--- src/rtl/tmisd_pkg.sv ---
// ----------------------------------------------------------------------------
// tmisd_pkg: shared types and constants for the torus distance block
// Item formats, field widths and configuration register indexes.
// ----------------------------------------------------------------------------
package tmisd_pkg;

  // Largest side length; larger register values are clamped to it
  localparam int MAX_SIDE  = 256;
  localparam int SIDE_W    = 9;
  localparam int SITE_W    = 16;
  localparam int COORD_W   = 8;
  localparam int DIST_W    = 17;
  localparam int CFG_IDX_W = 1;

  // Configuration register indexes
  localparam logic [CFG_IDX_W-1:0] REG_WIDTH  = 1'd0;
  localparam logic [CFG_IDX_W-1:0] REG_LENGTH = 1'd1;

  localparam logic [SIDE_W-1:0] SIDE_RESET = 9'd16;

  typedef struct packed {
    logic [SITE_W-1:0] site_a;
    logic [SITE_W-1:0] site_b;
  } in_item_t;

  typedef struct packed {
    logic [DIST_W-1:0] sq_distance;
    logic              index_error;
  } out_item_t;

  // Clamp a side length register value to the supported range
  function automatic logic [SIDE_W-1:0] clamp_side(input logic [SIDE_W-1:0] v);
    logic [SIDE_W-1:0] lim;
    lim = SIDE_W'(MAX_SIDE);
    return (v > lim) ? lim : v;
  endfunction

endpackage

--- src/rtl/torus_min_image_sq_distance.sv ---
// ----------------------------------------------------------------------------
// torus_min_image_sq_distance: periodic minimum-image squared distance
// Splits two lattice site indices into column and row with a pipelined
// restoring divider, then takes the shortest wrap per axis and sums squares.
// ----------------------------------------------------------------------------
// Throughput: one item per cycle while out_stall is low; one quotient bit per
// divider stage sets the pipeline depth (8 divider stages between capture and
// the distance stages).
// Reset: clears all stage valid bits and sets both side lengths to 16.
// Backpressure: each stage holds while the stage after it is full and stalled.
module torus_min_image_sq_distance (
  input  logic                                clk,
  input  logic                                rst_n,
  input  logic                                in_valid,
  output logic                                in_stall,
  input  tmisd_pkg::in_item_t                 in_data,
  output logic                                out_valid,
  input  logic                                out_stall,
  output tmisd_pkg::out_item_t                out_data,
  input  logic                                cfg_valid,
  output logic                                cfg_ready,
  input  logic [tmisd_pkg::CFG_IDX_W-1:0]     cfg_index,
  input  logic [tmisd_pkg::SIDE_W-1:0]        cfg_data
);
  import tmisd_pkg::*;

  localparam int DIV_LAST = COORD_W;
  localparam int ST_DIFF  = DIV_LAST + 1;
  localparam int ST_MIN   = DIV_LAST + 2;
  localparam int ST_SQ    = DIV_LAST + 3;
  localparam int ST_OUT   = DIV_LAST + 4;
  localparam int NS       = ST_OUT + 1;
  localparam int REM_W    = SITE_W + 1;
  localparam int SQ_W     = 2 * COORD_W;

  // Configuration: clamped sides and the site count
  logic [SIDE_W-1:0] w_eff_r, l_eff_r, w_eff_nxt, l_eff_nxt;
  logic [DIST_W-1:0] n_r, n_nxt;

  // Stage control
  logic [NS-1:0] v_r;
  logic [NS:0]   rdy;

  // Divider payload
  logic [SITE_W-1:0]  rem_a_r [0:DIV_LAST];
  logic [SITE_W-1:0]  rem_b_r [0:DIV_LAST];
  logic [COORD_W-1:0] q_a_r   [0:DIV_LAST];
  logic [COORD_W-1:0] q_b_r   [0:DIV_LAST];
  logic [SITE_W-1:0]  rem_a_nxt [1:DIV_LAST];
  logic [SITE_W-1:0]  rem_b_nxt [1:DIV_LAST];
  logic [COORD_W-1:0] q_a_nxt   [1:DIV_LAST];
  logic [COORD_W-1:0] q_b_nxt   [1:DIV_LAST];
  logic               err_r [0:ST_SQ];

  // Distance payload
  logic [COORD_W-1:0] dx_r, dy_r, mx_r, my_r;
  logic               xdiff_r, ydiff_r;
  logic [SQ_W-1:0]    sqx_r, sqy_r;
  out_item_t          out_r;

  logic [COORD_W-1:0] dx_nxt, dy_nxt, mx_nxt, my_nxt;
  logic               xdiff_nxt, ydiff_nxt;
  logic [SIDE_W-1:0]  altx, alty;
  logic               in_err;

  // Configuration writes are always taken
  assign cfg_ready = 1'b1;

  always_comb begin
    w_eff_nxt = w_eff_r;
    l_eff_nxt = l_eff_r;
    case (cfg_index)
      REG_WIDTH:  w_eff_nxt = clamp_side(cfg_data);
      REG_LENGTH: l_eff_nxt = clamp_side(cfg_data);
      default: ;
    endcase
    n_nxt = DIST_W'(w_eff_nxt * l_eff_nxt);
  end

  always_ff @(posedge clk) begin
    if (!rst_n) begin
      w_eff_r <= SIDE_RESET;
      l_eff_r <= SIDE_RESET;
      n_r     <= DIST_W'(SIDE_RESET * SIDE_RESET);
    end else if (cfg_valid && cfg_ready) begin
      w_eff_r <= w_eff_nxt;
      l_eff_r <= l_eff_nxt;
      n_r     <= n_nxt;
    end
  end

  // Ready chain: a stage loads when empty or when its successor moves
  always_comb begin
    rdy[NS] = !out_stall;
    for (int s = NS - 1; s >= 0; s--) begin
      rdy[s] = !v_r[s] || rdy[s+1];
    end
  end

  assign in_stall  = !rdy[0];
  assign out_valid = v_r[ST_OUT];
  assign out_data  = out_r;

  // Advance valid bits
  always_ff @(posedge clk) begin
    if (!rst_n) begin
      v_r <= '0;
    end else begin
      if (rdy[0]) begin
        v_r[0] <= in_valid;
      end
      for (int s = 1; s < NS; s++) begin
        if (rdy[s]) begin
          v_r[s] <= v_r[s-1];
        end
      end
    end
  end

  // Range check at capture
  assign in_err = ({1'b0, in_data.site_a} >= n_r) || ({1'b0, in_data.site_b} >= n_r);

  // Divider steps: one quotient bit per stage, most significant first
  always_comb begin
    logic [REM_W-1:0] ws;
    logic             ta, tb;
    for (int s = 1; s <= DIV_LAST; s++) begin
      ws = REM_W'(w_eff_r) << (DIV_LAST - s);
      ta = {1'b0, rem_a_r[s-1]} >= ws;
      tb = {1'b0, rem_b_r[s-1]} >= ws;
      rem_a_nxt[s] = ta ? SITE_W'({1'b0, rem_a_r[s-1]} - ws) : rem_a_r[s-1];
      rem_b_nxt[s] = tb ? SITE_W'({1'b0, rem_b_r[s-1]} - ws) : rem_b_r[s-1];
      q_a_nxt[s]   = {q_a_r[s-1][COORD_W-2:0], ta};
      q_b_nxt[s]   = {q_b_r[s-1][COORD_W-2:0], tb};
    end
  end

  // Per-axis offsets and half comparison
  always_comb begin
    logic [COORD_W-1:0] ax, bx, ay, by;
    logic [SIDE_W-1:0]  hw, hl;
    ax = rem_a_r[DIV_LAST][COORD_W-1:0];
    bx = rem_b_r[DIV_LAST][COORD_W-1:0];
    ay = q_a_r[DIV_LAST];
    by = q_b_r[DIV_LAST];
    hw = w_eff_r >> 1;
    hl = l_eff_r >> 1;
    dx_nxt    = (ax > bx) ? ax - bx : bx - ax;
    dy_nxt    = (ay > by) ? ay - by : by - ay;
    xdiff_nxt = ({1'b0, ax} >= hw) ^ ({1'b0, bx} >= hw);
    ydiff_nxt = ({1'b0, ay} >= hl) ^ ({1'b0, by} >= hl);
  end

  // Shorter of direct and wrapped offset, wrap only across halves
  always_comb begin
    altx   = w_eff_r - SIDE_W'(dx_r);
    alty   = l_eff_r - SIDE_W'(dy_r);
    mx_nxt = (xdiff_r && (altx < SIDE_W'(dx_r))) ? altx[COORD_W-1:0] : dx_r;
    my_nxt = (ydiff_r && (alty < SIDE_W'(dy_r))) ? alty[COORD_W-1:0] : dy_r;
  end

  // Payload registers
  always_ff @(posedge clk) begin
    if (rdy[0]) begin
      rem_a_r[0] <= in_data.site_a;
      rem_b_r[0] <= in_data.site_b;
      q_a_r[0]   <= '0;
      q_b_r[0]   <= '0;
      err_r[0]   <= in_err;
    end
    for (int s = 1; s <= DIV_LAST; s++) begin
      if (rdy[s]) begin
        rem_a_r[s] <= rem_a_nxt[s];
        rem_b_r[s] <= rem_b_nxt[s];
        q_a_r[s]   <= q_a_nxt[s];
        q_b_r[s]   <= q_b_nxt[s];
      end
    end
    for (int s = 1; s <= ST_SQ; s++) begin
      if (rdy[s]) begin
        err_r[s] <= err_r[s-1];
      end
    end
    if (rdy[ST_DIFF]) begin
      dx_r    <= dx_nxt;
      dy_r    <= dy_nxt;
      xdiff_r <= xdiff_nxt;
      ydiff_r <= ydiff_nxt;
    end
    if (rdy[ST_MIN]) begin
      mx_r <= mx_nxt;
      my_r <= my_nxt;
    end
    if (rdy[ST_SQ]) begin
      sqx_r <= mx_r * mx_r;
      sqy_r <= my_r * my_r;
    end
    if (rdy[ST_OUT]) begin
      out_r.sq_distance <= err_r[ST_SQ] ? '0 : DIST_W'(sqx_r) + DIST_W'(sqy_r);
      out_r.index_error <= err_r[ST_SQ];
    end
  end

  // An empty output stage never stalls the input
  a_no_idle_stall: assert property (@(posedge clk) disable iff (!rst_n)
    !v_r[ST_OUT] |-> !in_stall)
    else $error("input stalled with empty output stage");

  // Column remainder of an in-range item is below the width
  a_rem_range: assert property (@(posedge clk) disable iff (!rst_n)
    (v_r[DIV_LAST] && !err_r[DIV_LAST]) |->
      ({1'b0, rem_a_r[DIV_LAST]} < REM_W'(w_eff_r)))
    else $error("divider remainder out of range");

  // A result never exceeds 130050, the sum of two squared maximum 8-bit offsets
  a_dist_max: assert property (@(posedge clk) disable iff (!rst_n)
    out_valid |-> (out_data.sq_distance <= DIST_W'(130050)))
    else $error("distance above bound");

  // A stalled result is held until taken
  a_out_hold: assert property (@(posedge clk) disable iff (!rst_n)
    (out_valid && out_stall) |=> (out_valid && $stable(out_data)))
    else $error("stalled result changed");

endmodule

--- config.mk ---
export PLATFORM = sky130hd
export DESIGN_NAME = torus_min_image_sq_distance
export DESIGN_NICKNAME = d
export VERILOG_FILES = /design/src/rtl/tmisd_pkg.sv /design/src/rtl/torus_min_image_sq_distance.sv
export SDC_FILE = /design/constraint.sdc
export NUM_CORES = 1
export LEC_CHECK = 0
export ABC_AREA = 1
export BUFFER_PORTS_ARGS = -buffer_cell sky130_fd_sc_hd__buf_2
export CORE_UTILIZATION = 65
export CTS_CLUSTER_DIAMETER = 40
export DETAILED_ROUTE_END_ITERATION = 8
export PLACE_DENSITY = 0.85
export SYNTH_ARGS = -nofsm -noshare
export SYNTH_HDL_FRONTEND = slang
export SYNTH_SLANG_ARGS = --single-unit
export TNS_END_PERCENT = 30
--- constraint.sdc ---
create_clock -name clk -period 8.2 [get_ports clk]
set_input_delay 2.46 -clock clk [delete_from_list [all_inputs] [get_ports clk]]
set_output_delay 2.46 -clock clk [all_outputs]
set_load 0.03 [all_outputs]
==> impl_metrics.yaml, run 1 <==
final_layout:
  drive_above_1_share_pct: 10.7
  final_common_cell: "nand2_1"
  multiInputGateArea_sq_um: 19200
  nNetsFinal: 4586
  diodes: 0
  final_cell_mix: "nand2_1 (800), inv_1 (582), edfxtp_1 (438)"
  final_area_sq_um: 39500
  final_util_pct: 72.8
  final-seq-area_sq_um: 14100
  area_growth_pct: 9.89
  fillers: 3712
  fin_cells: 4798
die:
  rows: 85
  ioPinCount: 68
  die_h_um: 237
  initial_core_util_pct: 66.2
  die-area_sq_um: 56200
  die_w_um: 237
  coreArea_sq_um: 54200
cts:
  cts-root-buf: "clkbuf_16"
  clk_pin_slew_ns: 0.06
  cts_resized: 0
  cts_buffers: 73
  cts_tree: "done"
  clock_latency_ns: 0.62
  htree_levels: 3
  clock-sinks: 486
  cts_setup_buffers: 0
  cts_hold_buffers: 0
  cts.path.max_buffers: 3
power:
  leakage_nw: 18.6
  p_total_mw: 17.1
  ir_drop_v: 0.000433
  power_density_nw_per_um2: 434
synthesis:
  ys_seq_area_share_pct: 39.3
  yosysUniqueCellTypes: 72
  synth_area_sq_um: 35900
  synth_top_flop_cell: "edfxtp_1"
  async_flop_share_pct: 0
  synth-edff-count: 438
  synth_nets: 4482
  avgSynthCellArea_sq_um: 9.13
  syn_inst: 3937
  ys_seq_elements: 486
  yosys_warnings: 0
grt:
  grt_pass1_wl_um: 133000
  grt_pass1_vias: 27700
  overflow: 0
  grt_max_degree: 50
  grt_usage_pct: 29.5
  antenna_found_initial: 0
critical_path:
  path_class: "in -> out"
  worstPathRequired_ns: 5.74
  reg2reg_to: "n_r[14]"
  r2r-start: "l_eff_r[7]"
  end_kind: "primary output"
  worstPathMaxFanout: 43
  cp_cell_sequence: "buf_2 -> nand2_2 -> nor2_2 -> nand4_2 -> nor2_2 -> nand4_4 -> buf_4 -> nor2_4 -> nand4_4 -> buf_4 -> inv_1 -> buf_2"
  worst_path_max_delay_cell: "buf_4"
  cpPeakStageDelay_ns: 0.30
  rr_worst_depth: 19
  cp.arrival_ns: 4.83
  crit_path_start_kind: "input port"
  r2r_setup_slack_ns: 3.15
drt:
  vias: 27900
  drt-total-wl_um: 81400
  avgRoutedWirePerCell_um: 17.0
  first_pass_iters: 6
  drtAntennaViolNets: 0
  drc_errors: 0
  viasPerCell: 5.81
  drt-initial-drc-count: 2210
min_path:
  hold_path_end: "q_b_r[0][62]"
  hp-start: "q_b_r[0][53]"
  worstHoldPathType: "reg -> reg"
  whs_path_depth: 0
timing:
  fin_crit_ns: 7.29
  finalCritPeriodShare_pct: 88.9
  rsz0062_at_grt: "false"
  timing.fmax_mhz: 137
  finalSetupViolCount: 0
  skew_ns: 0.0249
  finalHoldViolations: 0
  slew_violations: 0
  worst_slack_ns: 0.909
  worst_hold_slack_ns: 0.408
  tightest_slew_ns: 1.03
  tns_ns: 0
  slew_headroom_pct: 31.4
placed_design:
  dp.cells: 4662
  dp.final_hpwl_um: 59500
  place_ws_ns: 0.816
  gp_congestion: 0.922
  place_area_sq_um: 36900
  port-buffer-count: 66
status:
  status: "finished clean"
run:
  maxCapViolCount: 0
## critical path: cells and delay by family
kind / cells / cell delay, ns
buffers and inverters: 5 / 0.97
and+or+nand+nor: 7 / 1.37
## synth_stat cells, drive strengths merged (28+ instances only)
cell,count,share of area [%]
nand4,80,1.5
a21oi,305,4.6
nor2,261,2.9
clkbuf,28,0.30
nand2,823,8.8
xor2,105,2.6
ha,378,13
edfxtp,438,37
buf,37,0.91
xnor2,76,1.9
nand3,124,2.0
dfxtp,48,2.7
fa,120,6.7
inv,593,6.2
nor3,38,0.54
or2,38,0.66
o21ai,294,4.9
## logic make-up after synthesis
logic type	after synthesis	share of synthesized area, %
simple gates	1409	17.2
fa+ha+maj	498	19.9
compound gates	700	11.7
flops	486	39.3
buf+inv	659	7.42
other cells	1	0.0104
xor+xnor	181	4.41
mux	3	0.0905
## flip-flops by register name, indices dropped and copies added (netlist names), 9 cells and up
register,flops
rem_b_r,136
sqy_r,15
q_b_r,36
out_data,18
err_r,12
q_a_r,36
w_eff_r,9
sqx_r,15
rem_a_r,136
n_r,17
l_eff_r,9
v_r,13
## where the power goes
group | leakage [nW] | internal, mW | switching (mW)
Combinational | 12.3 | 3.67 | 5.62
Clock | 1.22 | 1.95 | 1.25
Sequential | 5.01 | 4.04 | 0.597
Total | 18.6 | 9.67 | 7.47
## routing by layer
layer	wire length, um	global-route usage [%]
met2	40000	51.5
met4	4260	15.4
met3	4910	4.09
met1	32300	35.6
met5	0	0
## worst max path at each step
stage / from / endpoint / slack, ns / cells after the start
floorplan: out_stall / in_stall / 0.23 / 8
global placement: cfg_index / n_r[14] / 0.83 / 21
detailed placement: cfg_index / n_r[14] / 0.82 / 21
CTS: out_stall / in_stall / 0.93 / 12
global route: out_stall / in_stall / 0.78 / 12
finish: out_stall / in_stall / 0.91 / 12
## cell type report
class	instances	share of cell area [%]
multi-input combinational	2792	48.5
sequential	486	35.8
inverter	594	5.65
clock buffer	79	4.79
tap	696	2.21
clock inverter	57	1.70
timing repair buffer	94	1.37
Power figures use the tool's default switching activity.
==> run 2: changes to the inputs <==
==> constraint.sdc (replaced) <==
create_clock -name clk -period 8.2 [get_ports clk]
set_input_delay 0.82 -clock clk [delete_from_list [all_inputs] [get_ports clk]]
set_output_delay 0.82 -clock clk [all_outputs]
set_load 0.03 [all_outputs]
==> run 2 against run 1 <==
Against the previous run:
- first-iteration DRC count decreased by 8.6%
- final area decreased by 0.21%
- critical path depth increased by 11
- via count increased by 0.15%
- combinational power about the same
- count of clock-buffer cells in the layout increased by 6
- setup slack improved by 1.8 ns
- global-route usage increased by 0.51 points
- largest power group unchanged
- sequential share of layout area increased by 0.075 points
==> impl_metrics.yaml, run 2 (same netlist as run 1, synthesis figures left out) <==
final_layout:
  final_common_cell: "nand2_1"
  diodes: 0
  reg.largest.list: "rem_a_r: 136 flops, rem_b_r: 136 flops"
  drive_above_1_share_pct: 10.7
  final_cell_mix: "nand2_1 (800), inv_1 (582), edfxtp_1 (438)"
  fillers: 3693
  nNetsFinal: 4584
  area_growth_pct: 9.66
  fin_cells: 4797
  final_util_pct: 72.6
placed_design:
  dp.cells: 4656
  dp.final_hpwl_um: 59300
  port-buffer-count: 66
  gp_congestion: 0.942
grt:
  grt_max_degree: 50
  antenna_found_initial: 0
  grt_pass1_vias: 28100
  grt_usage_pct: 30.0
  overflow: 0
  grt_pass1_wl_um: 136000
timing:
  slew_violations: 0
  worst_hold_slack_ns: 0.397
  finalCritPeriodShare_pct: 67.4
  finalHoldViolations: 0
  timing.fmax_mhz: 181
  tns_ns: 0
  tightest_slew_ns: 1.04
  rsz0062_at_grt: "false"
  fin_crit_ns: 5.53
  skew_ns: 0.0296
  finalSetupViolCount: 0
  slew_headroom_pct: 30.7
drt:
  vias: 27900
  drt-total-wl_um: 81800
  dr_wl_met2_um: 40800
  met1Wirelength_um: 32600
  first_pass_iters: 6
  dr_wl_met3_um: 4570
  avgRoutedWirePerCell_um: 17.1
  drtAntennaViolNets: 0
  drc_errors: 0
  viasPerCell: 5.82
  highest_layer: "met4"
  drt-initial-drc-count: 2020
power:
  p_total_mw: 17.1
  power_density_nw_per_um2: 434
  leakage_nw: 18.5
  ir_drop_v: 0.000428
die:
  rows: 85
  coreArea_sq_um: 54200
  initial_core_util_pct: 66.2
  ioPinCount: 68
  die_w_um: 237
  die-area_sq_um: 56200
  die_h_um: 237
critical_path:
  end_kind: "register"
  crit_path_start_kind: "register"
  worstPathRequired_ns: 8.71
  worstPathMaxFanout: 21
  path_class: "reg -> reg"
  cp.arrival_ns: 6.04
cts:
  cts.path.max_buffers: 3
  cts_hold_buffers: 0
  clock-sinks: 486
  cts_setup_buffers: 0
  clk_pin_slew_ns: 0.06
  cts_resized: 0
  htree_levels: 3
  cts_tree: "done"
  cts_buffers: 77
  cts-root-buf: "clkbuf_16"
  clock_latency_ns: 0.62
min_path:
  worstHoldPathType: "in -> reg"
status:
  status: "finished clean"
run:
  maxCapViolCount: 0
==> run 2: power by group <==
part | internal (mW) | switching, mW | total (mW)
combinational | 3.67 | 5.62 | 9.29
sequential | 4.04 | 0.596 | 4.64
clock | 1.89 | 1.26 | 3.15
total | 9.60 | 7.48 | 17.1
==> run 2: path summary, 6_finish.rpt <==
kind         slack (ns)          from  depth (start not counted)        endpoint
max reg2reg        2.67    w_eff_r[1]                         23         n_r[14]
max                2.67    w_eff_r[1]                         23         n_r[14]
min                0.40   in_data[15]                          1  rem_b_r[0][15]
min reg2reg        0.41  q_b_r[0][59]                          0    q_b_r[0][68]
==> run 2: final cells by class <==
class                   count  area [sq um]  area share, %
multi-input cells        2792         19200           48.6
flip-flops and latches    486         14100           35.8
inverters                 594          2230           5.67
clock buffers              85          2020           5.13
well taps                 696           871           2.21
clock inverters            56           514           1.31
repair buffers             88           495           1.26
==> run 2: stage by stage <==
stage / worst slack, ns / cell area, sq um
after floorplan: 2.83 / 35900
after global placement: 2.26 / 36900
after detailed placement: 2.26 / 36900
after CTS: 2.73 / 39400
after global routing: 2.33 / 39400
final: 2.67 / 39400
==> run 2: worst max-delay path: stages (launching register included) <==
cell and delay [ns]:
dfxtp_2 0.33, buf_4 0.53, inv_1 0.09, buf_4 0.27
nand2_1 0.10, o21ai_0 0.22, inv_1 0.29, nand2_1 0.11
fa_1 0.42, inv_1 0.09, fa_1 0.46, fa_1 0.51
inv_1 0.05, fa_1 0.48, inv_1 0.05, ha_1 0.33
a21oi_1 0.23, o21ai_0 0.17, a21oi_1 0.22, o21ai_0 0.14
nand2_1 0.08, nand2_1 0.04, o21ai_0 0.15, inv_1 0.05
==> run 2: layer usage <==
metal,up-vias,track usage (%)
li1,13500,-
met1,13100,36.2
met2,981,52.9
met3,271,4.29
met4,0,14.5
met5,-,0
